$ cat src/rtl/fspg_pkg.sv
// shared types, constants and codes of the fractional step pulse generator
package fspg_pkg;

    localparam int AXES_DEFAULT = 8;
    localparam int CFG_IDX_W    = 2;
    localparam int CFG_DATA_W   = 64;

    localparam logic [31:0] HOME_TRAVEL  = 32'd100000;
    localparam logic [31:0] HOME_STEPS   = ~HOME_TRAVEL + 32'd1;
    localparam logic [31:0] VIBRO_REFILL = 32'd200;
    localparam logic [7:0]  HUNDRED      = 8'd100;
    localparam logic [31:0] RESET_PERIOD = 32'd100000;

    localparam logic [7:0]  DIR_INVERT_RESET = 8'd120;
    localparam logic [7:0]  VIBRO_MASK_RESET = 8'd248;
    localparam logic [63:0] VIBRO_AMPL_RESET = 64'd2165966503140069135;
    localparam logic [15:0] BACKOFF_RESET    = 16'd80;

    typedef enum logic [2:0] {
        OP_TICK       = 3'd0,
        OP_MOVE       = 3'd1,
        OP_GOTO       = 3'd2,
        OP_SET_POS    = 3'd3,
        OP_SET_DIV    = 3'd4,
        OP_HOME_START = 3'd5,
        OP_HOME_CHECK = 3'd6
    } op_t;

    typedef enum logic [CFG_IDX_W-1:0] {
        CFG_DIR_INVERT = 2'd0,
        CFG_VIBRO_MASK = 2'd1,
        CFG_VIBRO_AMPL = 2'd2,
        CFG_BACKOFF    = 2'd3
    } cfg_idx_t;

    typedef struct packed {
        logic [2:0]         op;
        logic [2:0]         axis;
        logic signed [31:0] value;
        logic [6:0]         frac;
        logic               endstop;
    } in_req_t;

    typedef struct packed {
        logic               step_out;
        logic               dir_out;
        logic signed [31:0] position;
        logic signed [31:0] steps_left;
        logic               homing;
        logic               homed;
    } result_t;

    typedef struct packed {
        logic [7:0]  dir_invert_mask;
        logic [7:0]  vibro_mask;
        logic [63:0] vibro_amplitudes;
        logic [15:0] backoff_steps;
    } cfg_t;

    // one memory word per axis
    typedef struct packed {
        logic        pulse_high;
        logic [31:0] remaining;
        logic [31:0] pos_count;
        logic [31:0] tick_count;
        logic [6:0]  hundredth_count;
        logic [31:0] period_int;
        logic [6:0]  period_frac;
        logic [7:0]  vib_count;
        logic        dir_level;
        logic        homing_flag;
        logic        homed_flag;
    } axis_state_t;

    localparam axis_state_t STATE_RESET = '{
        pulse_high:      1'b0,
        remaining:       32'd0,
        pos_count:       32'd0,
        tick_count:      32'd0,
        hundredth_count: 7'd0,
        period_int:      RESET_PERIOD,
        period_frac:     7'd0,
        vib_count:       8'd1,
        dir_level:       1'b1,
        homing_flag:     1'b0,
        homed_flag:      1'b0
    };

endpackage

$ cat src/rtl/fractional_step_pulse_generator_core.sv
// top level of the fractional step pulse generator: handshake, config and state update
// a request is held in req_reg while its state word is read; its result is registered
// in the output register once that is free. a new request is taken only once the one in
// flight completes (state memory read on accept, updated and written back on completion)
// reset: synchronous active-low aresetn; config registers take their defaults and the
// per-axis valid bits clear at once, so every axis reads its reset state with no sweep
module fractional_step_pulse_generator_core #(
    parameter int AXES = fspg_pkg::AXES_DEFAULT
) (
    input  logic                               aclk,
    input  logic                               aresetn,
    input  logic                               s_valid,
    output logic                               s_ready,
    input  fspg_pkg::in_req_t                  s_data,
    output logic                               m_valid,
    input  logic                               m_ready,
    output fspg_pkg::result_t                  m_data,
    input  logic                               cfg_wr_en,
    input  logic [fspg_pkg::CFG_IDX_W-1:0]     cfg_index,
    input  logic [fspg_pkg::CFG_DATA_W-1:0]    cfg_wdata
);

    localparam int AW = (AXES > 1) ? $clog2(AXES) : 1;

    fspg_pkg::cfg_t        cfg_reg;
    fspg_pkg::cfg_t        cfg_next;
    fspg_pkg::in_req_t     req_reg;
    fspg_pkg::axis_state_t cur_state;
    fspg_pkg::axis_state_t nxt_state;
    fspg_pkg::result_t     upd_res;
    fspg_pkg::result_t     m_data_reg;
    fspg_pkg::result_t     m_data_next;
    logic                  s1_valid_reg;
    logic                  s1_valid_next;
    logic                  s1_range_reg;
    logic                  m_valid_reg;
    logic                  m_valid_next;
    logic                  accept;
    logic                  fire;
    logic                  in_range;
    logic                  wr_en;

    assign s_ready  = !s1_valid_reg;
    assign accept   = s_valid && s_ready;
    // the request in flight completes once the output register is free
    assign fire     = s1_valid_reg && (!m_valid_reg || m_ready);
    assign in_range = int'(s_data.axis) < AXES;
    assign wr_en    = fire && s1_range_reg;

    fspg_state_mem #(
        .DEPTH (AXES),
        .AW    (AW)
    ) u_mem (
        .aclk    (aclk),
        .aresetn (aresetn),
        .rd_en   (accept),
        .rd_addr (AW'(s_data.axis)),
        .rd_data (cur_state),
        .wr_en   (wr_en),
        .wr_addr (AW'(req_reg.axis)),
        .wr_data (nxt_state)
    );

    fspg_update u_update (
        .req (req_reg),
        .cfg (cfg_reg),
        .cur (cur_state),
        .nxt (nxt_state),
        .res (upd_res)
    );

    always_comb begin
        cfg_next = cfg_reg;
        if (cfg_wr_en) begin
            unique case (cfg_index)
                fspg_pkg::CFG_DIR_INVERT: cfg_next.dir_invert_mask  = cfg_wdata[7:0];
                fspg_pkg::CFG_VIBRO_MASK: cfg_next.vibro_mask       = cfg_wdata[7:0];
                fspg_pkg::CFG_VIBRO_AMPL: cfg_next.vibro_amplitudes = cfg_wdata;
                fspg_pkg::CFG_BACKOFF:    cfg_next.backoff_steps    = cfg_wdata[15:0];
            endcase
        end
    end

    always_comb begin
        s1_valid_next = s1_valid_reg;
        if (accept) begin
            s1_valid_next = 1'b1;
        end else if (fire) begin
            s1_valid_next = 1'b0;
        end
        m_valid_next = m_valid_reg;
        m_data_next  = m_data_reg;
        if (fire) begin
            m_valid_next = 1'b1;
            m_data_next  = s1_range_reg ? upd_res : '0;
        end else if (m_ready) begin
            m_valid_next = 1'b0;
        end
    end

    always_ff @(posedge aclk) begin
        if (!aresetn) begin
            cfg_reg.dir_invert_mask  <= fspg_pkg::DIR_INVERT_RESET;
            cfg_reg.vibro_mask       <= fspg_pkg::VIBRO_MASK_RESET;
            cfg_reg.vibro_amplitudes <= fspg_pkg::VIBRO_AMPL_RESET;
            cfg_reg.backoff_steps    <= fspg_pkg::BACKOFF_RESET;
            s1_valid_reg             <= 1'b0;
            m_valid_reg              <= 1'b0;
        end else begin
            cfg_reg      <= cfg_next;
            s1_valid_reg <= s1_valid_next;
            m_valid_reg  <= m_valid_next;
        end
    end

    always_ff @(posedge aclk) begin
        if (accept) begin
            req_reg      <= s_data;
            s1_range_reg <= in_range;
        end
        m_data_reg <= m_data_next;
    end

    assign m_valid = m_valid_reg;
    assign m_data  = m_data_reg;

    a_reset_clears : assert property (@(posedge aclk)
        !aresetn |=> !s1_valid_reg && !m_valid_reg)
        else $error("control state not cleared by reset");

    a_accept_loads : assert property (@(posedge aclk) disable iff (!aresetn)
        accept |=> s1_valid_reg && !s_ready)
        else $error("accepted request not held for update");

    a_fire_empties : assert property (@(posedge aclk) disable iff (!aresetn)
        fire |=> !s1_valid_reg && m_valid_reg)
        else $error("completed request not moved to the output");

    a_out_of_range_zero : assert property (@(posedge aclk) disable iff (!aresetn)
        fire && !s1_range_reg |=> m_data_reg == '0 && !$past(wr_en))
        else $error("axis beyond range changed state or gave nonzero result");

endmodule

$ cat src/rtl/fspg_state_mem.sv
// per-axis state memory with registered read and per-entry valid bits
module fspg_state_mem #(
    parameter int DEPTH = fspg_pkg::AXES_DEFAULT,
    parameter int AW    = 3
) (
    input  logic                  aclk,
    input  logic                  aresetn,
    input  logic                  rd_en,
    input  logic [AW-1:0]         rd_addr,
    output fspg_pkg::axis_state_t rd_data,
    input  logic                  wr_en,
    input  logic [AW-1:0]         wr_addr,
    input  fspg_pkg::axis_state_t wr_data
);

    fspg_pkg::axis_state_t mem [DEPTH];
    fspg_pkg::axis_state_t rd_word_reg;
    logic [DEPTH-1:0]      valid_reg;
    logic                  rd_valid_reg;

    always_ff @(posedge aclk) begin
        if (wr_en) begin
            mem[wr_addr] <= wr_data;
        end
        if (rd_en) begin
            rd_word_reg <= mem[rd_addr];
        end
    end

    // an entry never written reads as the reset state
    always_ff @(posedge aclk) begin
        if (!aresetn) begin
            valid_reg    <= '0;
            rd_valid_reg <= 1'b0;
        end else begin
            if (wr_en) begin
                valid_reg[wr_addr] <= 1'b1;
            end
            if (rd_en) begin
                rd_valid_reg <= valid_reg[rd_addr];
            end
        end
    end

    assign rd_data = rd_valid_reg ? rd_word_reg : fspg_pkg::STATE_RESET;

endmodule

$ cat src/rtl/fspg_update.sv
// next-state and result logic for one request on one axis
module fspg_update (
    input  fspg_pkg::in_req_t     req,
    input  fspg_pkg::cfg_t        cfg,
    input  fspg_pkg::axis_state_t cur,
    output fspg_pkg::axis_state_t nxt,
    output fspg_pkg::result_t     res
);

    logic [31:0] tick_inc;
    logic [7:0]  hund_inc;
    logic [31:0] rem_step;
    logic [31:0] pos_step;
    logic [7:0]  ampl;
    logic        inv_bit;
    logic        vib_bit;
    logic        move_en;
    logic [31:0] move_steps;

    assign tick_inc = cur.tick_count + 32'd1;
    assign hund_inc = {1'b0, cur.hundredth_count} + 8'd1;
    assign rem_step = cur.remaining[31] ? cur.remaining + 32'd1 : cur.remaining - 32'd1;
    assign pos_step = cur.remaining[31] ? cur.pos_count - 32'd1 : cur.pos_count + 32'd1;
    assign ampl     = cfg.vibro_amplitudes[8*req.axis +: 8];
    assign inv_bit  = cfg.dir_invert_mask[req.axis];
    assign vib_bit  = cfg.vibro_mask[req.axis];

    always_comb begin
        nxt        = cur;
        move_en    = 1'b0;
        move_steps = 32'd0;
        unique case (req.op)
            fspg_pkg::OP_TICK: begin
                nxt.pulse_high = 1'b0;
                if (cur.remaining != 32'd0) begin
                    if ($signed(tick_inc) < $signed(cur.period_int)) begin
                        nxt.tick_count = tick_inc;
                    end else begin
                        // hundredths counter shortens the next period by one
                        nxt.tick_count = (cur.hundredth_count > cur.period_frac) ?
                                         32'd1 : 32'd0;
                        nxt.hundredth_count = (hund_inc >= fspg_pkg::HUNDRED) ?
                                              7'd0 : hund_inc[6:0];
                        nxt.remaining = rem_step;
                        nxt.pos_count = pos_step;
                        if (rem_step != 32'd0) begin
                            nxt.pulse_high = 1'b1;
                            if (vib_bit) begin
                                nxt.remaining = fspg_pkg::VIBRO_REFILL;
                                if (cur.vib_count < ampl) begin
                                    nxt.vib_count = cur.vib_count + 8'd1;
                                end else begin
                                    nxt.vib_count = 8'd0;
                                    nxt.dir_level = ~cur.dir_level;
                                end
                            end
                        end
                    end
                end
            end
            fspg_pkg::OP_MOVE: begin
                move_en    = 1'b1;
                move_steps = req.value;
            end
            fspg_pkg::OP_GOTO: begin
                move_en    = 1'b1;
                move_steps = req.value - cur.pos_count;
            end
            fspg_pkg::OP_SET_POS: begin
                nxt.pos_count = req.value;
            end
            fspg_pkg::OP_SET_DIV: begin
                nxt.period_int  = req.value;
                nxt.period_frac = req.frac;
            end
            fspg_pkg::OP_HOME_START: begin
                nxt.homing_flag = 1'b1;
                move_en         = 1'b1;
                move_steps      = fspg_pkg::HOME_STEPS;
            end
            fspg_pkg::OP_HOME_CHECK: begin
                if (cur.homing_flag && !req.endstop) begin
                    nxt.homing_flag = 1'b0;
                    nxt.homed_flag  = 1'b1;
                    nxt.pos_count   = 32'd0;
                    move_en         = 1'b1;
                    move_steps      = {16'd0, cfg.backoff_steps};
                end
            end
            default: begin
            end
        endcase
        if (move_en) begin
            // a zero move clears the steps and keeps the direction
            if (move_steps == 32'd0) begin
                nxt.remaining = 32'd0;
            end else begin
                nxt.remaining = move_steps;
                nxt.dir_level = ~move_steps[31] ^ inv_bit;
            end
        end
    end

    always_comb begin
        res.step_out   = nxt.pulse_high;
        res.dir_out    = nxt.dir_level;
        res.position   = $signed(nxt.pos_count);
        res.steps_left = $signed(nxt.remaining);
        res.homing     = nxt.homing_flag;
        res.homed      = nxt.homed_flag;
    end

endmodule
$ cat config.mk
export PLATFORM = sky130hd
export DESIGN_NAME = fractional_step_pulse_generator_core
export DESIGN_NICKNAME = d
export VERILOG_FILES = /design/src/rtl/fspg_pkg.sv /design/src/rtl/fractional_step_pulse_generator_core.sv /design/src/rtl/fspg_state_mem.sv /design/src/rtl/fspg_update.sv
export SDC_FILE = /design/constraint.sdc
export NUM_CORES = 2
export LEC_CHECK = 0
export BUFFER_PORTS_ARGS = -buffer_cell sky130_fd_sc_hd__clkbuf_2
export CORE_UTILIZATION = 25
export DETAILED_ROUTE_END_ITERATION = 10
export SLEW_MARGIN = 20
export SYNTH_ARGS = -nofsm -noshare
export SYNTH_HDL_FRONTEND = slang
export SYNTH_SLANG_ARGS = --single-unit
export TNS_END_PERCENT = 30
$ cat constraint.sdc
create_clock -name aclk -period 40.1 [get_ports aclk]
set_clock_uncertainty 0.1 [all_clocks]
set_input_delay 4.01 -clock aclk [delete_from_list [all_inputs] [get_ports aclk]]
set_output_delay 4.01 -clock aclk [all_outputs]
set_load 0.05 [all_outputs]
# [Word-level counts from Yosys, hierarchy flattened]
# Memory sizes are Yosys's and may differ from the RTL's. A register that Yosys moved wholly into a read port is not among the register bits.
# Index checks and enable logic that the tools add are counted.
[op_classes] add_sub_neg=8 n_lt_le_gt_ge=7 eq_ne=9 n_shift=1 n_mux=48 bitwise=4 n_reduce_logical=20
[ops] cell="$mux 32" n=7
[ops] cell="$mux 154" n=1
[ops] cell="$pmux 32 s4" n=1
[ops] cell="$mux 104" n=1
[ops] cell="$add 32x1->32 const B" n=3
[ops] cell="$pmux 32 s3" n=1
[ops] cell="$mux 39" n=2
[ops] cell="$mux 33" n=2
[ops] cell="$mux 65" n=1
[ops] cell="$reduce_bool 32->1" n=2
[ops] cell="$shiftx 64x7->8" n=1
[ops] cell="$sub 32x1->32 const B" n=2
[ops] cell="$mux 9" n=5
[ops] cell="$logic_not 32->1" n=1
[ops] cell="$lt 32x32->1" n=1
[ops] cell="$sub 32x32->32" n=1
[ops] cell="$mux 1" n=16
[ops] cell="$mux 16" n=1
[ops] cell="$mux 7" n=2
[ops] cell="$bmux 1 s3" n=3
[ops] cell="$eq 3x3->1 const B" n=3
[ops] cell="$add 7x1->8 const B" n=1
[ops] cell="$add 8x1->8 const B" n=1
[ops] cell="$ge 8x7->1 const B" n=1
[ops] cell="other kinds (23)" n=37
[totals] ff_bits=221 ramBits=1232 inputBits=117 elab_cells=117 n_memories=1
[mem_list] name="u_mem.mem" depth=8 word_bits=154 read_ports=1 rd_clocked_by_memory_dff=1 write_ports=1 line="fspg_state_mem.sv:16" text="fspg_pkg::axis_state_t mem [DEPTH];"

# [Longest topological paths before layout]
[depth] word_depth=10 depth_mapped=36 mapped_depth_nobuf=25

# [Modules after synthesis]
# A second synthesis with hierarchy kept.
[unflattened] hier_cells=4397 hier_area_um2=71564.9
[by_module_without_submodules] mod="fspg_state_mem" instances=1 cells_per_inst=2143 area_per_inst_um2=52783.1
[by_module_without_submodules] mod="fspg_update" instances=1 cells_per_inst=1724 area_per_inst_um2=11387.2
[by_module_without_submodules] mod="fractional_step_pulse_generator_core" instances=1 cells_per_inst=530 area_per_inst_um2=7394.6

# [Worst setup path after synthesis]
# OpenSTA, ideal clock, no wires.
[synth_timing] path_type="input -> register" startpoint="in m_ready" endpoint="mem u_mem.mem[4][0] (netlist name), enable pin" t_arrival_ns=16.634 required_ns=39.143 slack_ns=22.509 path_stages=4 path_buffers=0 path_cell_list="nand2b_1 > and2_1 > nand2_1 > nor3_1"
[synth_via] elab_chain_len=4
[synth_lines] element="start, declared" line="fractional_step_pulse_generator_core.sv:16" text="input logic m_ready,"
[synth_lines] element="$logic_or 1x1->1" line="fractional_step_pulse_generator_core.sv:46" text="assign fire = s1_valid_reg && (!m_valid_reg || m_ready);"
[synth_lines] element="$logic_and 1x1->1" line="fractional_step_pulse_generator_core.sv:46"
[synth_lines] element="via fire" line="fractional_step_pulse_generator_core.sv:39" text="logic fire;"
[synth_lines] element="$mux 1" line="fspg_state_mem.sv:22" text="if (wr_en) begin"
[synth_lines] element="$mux 1 (not written as such)" line="fspg_state_mem.sv:23" text="mem[wr_addr] <= wr_data;"
[synth_lines] element="end, declared" line="fspg_state_mem.sv:16"
# The timed path passes the listed nets, and every way through them passes these cells.

==> flow_summary_export.csv <==
group,metric,value,unit
status,violations,"DRC",
clocking,clockBufferDepth,4,
layout,syn_to_final_growth,15.4,%
layout,stdcell_count,8480,
sta,worstMarginPinSlew,1.13,ns
floorplanning,start_util,25.1,%
synthesis,syn_inst,4437,
placed_design,dp_hpwl,118000,um
floorplanning,die_h,532,um
placed_design,portBuffers,186,
drt,first_iter_violations,3826,
drt,viasPerCell,4.81,
sta,final_hold_viol_count,0,
hold_path,worstHoldPathType,"reg -> reg",
critical_path,reg2reg_to,"u_mem.mem[6][121]$_DFFE_PP_",
placed_design,placed_cells,8190,
grt,grt_max_degree,126,
flow_run,maxCapViolCount,0,
synthesis,yosysWarnings,0,
clocking,cts_resized,0,
placed_design,placed_area,75700,sq um
drt,dr.pass1.iters,10,
grt,grt_overflow,0,
clocking,cts_root_buf,"clkbuf_16",
sta,slew_headroom,23.8,%
drt,drt-total-wl,192000,um
grt,gr-usage-all-layers,13.2,%
synthesis,synthArstFlopShare,0,%
grt,use_met2,22.6,%
sta,rsz0062_at_grt,"false",
layout,drive_above_1_share,21.8,%
clocking,h-tree-depth,4,
synthesis,netlist_area,70200,sq um
grt,busiest_layer,"met2",
critical_path,arrival,8.13,ns
drt,ant_nets,0,
floorplanning,dieWidth,532,um
grt,grt_pass1_wl,280000,um
drt,wl_per_cell,22.6,um
clocking,cts_tree,"built",
grt,antenna_found_initial,12,
synthesis,ys_ff_latch,1607,
layout,final_core_util,29.0,%
layout,design_area,81000,sq um
status,status,"finished, violations left",
critical_path,cp_max_fo,39,
sta,final_max_slew_viol_count,0,
synthesis,synth_edf_count,1500,
pwr,leakage,27.1,nW
critical_path,regToRegSetupSlack,32.41,ns
synthesis,syn-num-nets,4702,
critical_path,cp-start-kind,"flop",
pwr,irDropWorstVdd,32.2,uV
grt,global_route.usage.met3,2.45,%
clocking,cts_buffers,166,
critical_path,end_kind,"flop",
grt,use_met1,16.4,%
synthesis,synth_commonest_cells,"1500 x edfxtp_1, 436 x nand2_1, 318 x mux4_2, 176 x clkbuf_1, 160 x o21ai_0",
placed_design,gp_congestion,0.876,
clocking,cts_sinks,1607,
critical_path,crit_end,"u_mem.mem[6][121]$_DFFE_PP_",
grt,grt_pass1_vias,41300,
layout,finalNetCount,4899,
critical_path,r2r_cells,24,
sta,tns,0,ns
floorplanning,rows,194,
sta,period_minus_slack,7.69,ns
synthesis,synth.most_common_cell,"edfxtp_1",
critical_path,path_class,"reg -> reg",
floorplanning,boundaryPins,187,
synthesis,ys_seq_area_share,67.2,%
clocking,insertion_delay,0.84,ns
clocking,cts.reportedPaths.clkPinSlew,0.06,ns
clocking,holdBufCountCts,0,
critical_path,required,40.54,ns
synthesis,synth.distinct_cells,87,
drt,via_count,40800,
synthesis,postSynthAreaPerCell,15.8,sq um
synthesis,synth_area_leaders,"edfxtp_1 64%, mux4_2 10%, dfxtp_1 3.1%",
floorplanning,die-area,283000,sq um
floorplanning,coreArea,279000,sq um
synthesis,synth_top_cell_by_area,"edfxtp_1",
sta,setup_viol,0,
sta,period_share,19.2,%
clocking,post_cts.repair.setup_buffers,0,
critical_path,startpoint,"u_mem.rd_valid_reg$_SDFFE_PN0P_",
sta,whs,0.359,ns
sta,clock.fmax,130,MHz
synthesis,yosys_most_used_dff,"edfxtp_1",
pwr,power.density,47.3,nW/um^2
drt,drc_errors,52,
critical_path,r2r-start,"u_mem.rd_valid_reg$_SDFFE_PN0P_",
layout,fillCellCount,27600,
layout,largest_register_ffs,1232,
synthesis,synth.top_cell.area_share,64.2,%
-- worst min-delay path by stage --
stage / from / end / slack [ns] / cells after the start
floorplan: cfg_reg[73]$_SDFFE_PN1P_ / cfg_reg[73]$_SDFFE_PN1P_ / 0.33 / 2
global placement: u_mem.valid_reg[0]$_SDFFE_PN0P_ / u_mem.valid_reg[0]$_SDFFE_PN0P_ / 0.34 / 1
finish: u_mem.valid_reg[6]$_SDFFE_PN0P_ / u_mem.valid_reg[6]$_SDFFE_PN0P_ / 0.36 / 1
detailed placement: u_mem.valid_reg[6]$_SDFFE_PN0P_ / u_mem.valid_reg[6]$_SDFFE_PN0P_ / 0.35 / 1
CTS: u_mem.valid_reg[6]$_SDFFE_PN0P_ / u_mem.valid_reg[6]$_SDFFE_PN0P_ / 0.36 / 1
global route: u_mem.valid_reg[6]$_SDFFE_PN0P_ / u_mem.valid_reg[6]$_SDFFE_PN0P_ / 0.38 / 1
-- power by group --
| part | internal [mW] | switching, mW | total (mW) | leakage (nW) |
|---|---|---|---|---|
| clock network | 0.875 | 0.658 | 1.53 | 2.54 |
| logic | 0.128 | 0.244 | 0.372 | 9.81 |
| registers | 1.90 | 0.0312 | 1.93 | 14.8 |
| total | 2.90 | 0.933 | 3.83 | 27.1 |
-- worst max-delay path: stages (launching register included) --
cell       delay (ns)
dfxtp_4          0.71
nand2_1          0.17
inv_1            0.10
ha_1             0.18
and3_1           0.20
and3_1           0.25
and4_1           0.32
and3_1           0.31
nand3_1          0.12
nor2_1           0.32
inv_1            0.07
nor3_1           0.34
nand3_1          0.20
or3_1            0.37
a21oi_1          0.20
ha_1             0.17
nand3_1          0.10
or3_1            0.37
or3_1            0.35
o2111ai_1        0.27
and3_1           0.20
buf_4            0.44
o211a_1          0.80
a21oi_1          0.27
o21ai_1          0.39
-- layout by cell type (no fill, tap or decap), types with 38 or more instances in the layout --
cell and n:
clkbuf_16 168, xor2_1 45, and2_1 45, nand2_1 436, o21a_1 38, dfxtp_1 106
a21boi_0 58, nor3_1 43, a21oi_1 139, o21ai_0 156, a21o_1 65, mux2_2 159
nor2_1 146, edfxtp_1 1500, clkbuf_2 182, and3_1 41, xnor2_1 56, ha_1 146
buf_4 69, inv_1 82, mux4_2 318, nand3_1 126
-- stage by stage --
| step | total power, mW | setup slack (ns) |
|---|---|---|
| 2_1_floorplan | 2.21 | 22.51 |
| 3_3_place_gp | 2.33 | 31.51 |
| 3_5_place_dp | 2.33 | 31.46 |
| 4_1_cts | 3.87 | 32.32 |
| 5_1_grt | 3.96 | 31.87 |
| 6_report | 3.83 | 32.41 |
-- layout make-up --
class	instances	area, sq um	share of cell area (%)
flip-flops and latches	1607	47200	58.2
repair buffers	265	1680	2.07
well taps	3724	4660	5.75
multi-input cells	2511	21900	27.0
clock buffers	186	4280	5.28
clock inverters	102	1020	1.26
inverters	83	312	0.385
diodes	2	5.00	0.00618
-- logic make-up after synthesis --
kind of cell    count (synthesis)  synth area share [%]
xor+xnor                      101                  1.26
simple gates                 1009                  6.73
fa+ha+maj                     148                  2.66
compound gates                751                  7.24
flops                        1607                  67.2
mux                           502                  13.1
buf+inv                       319                  1.77
-- metal layers --
| metal | routed length, um | up-vias | share of wire (%) |
|---|---|---|---|
| li1 | - | 18000 | - |
| met1 | 78900 | 21200 | 41 |
| met2 | 94400 | 1242 | 49 |
| met3 | 11000 | 371 | 5.7 |
| met4 | 7440 | 16 | 3.9 |
| met5 | 97 | - | 0.051 |
No activity file was read; power rests on OpenSTA's default activity.
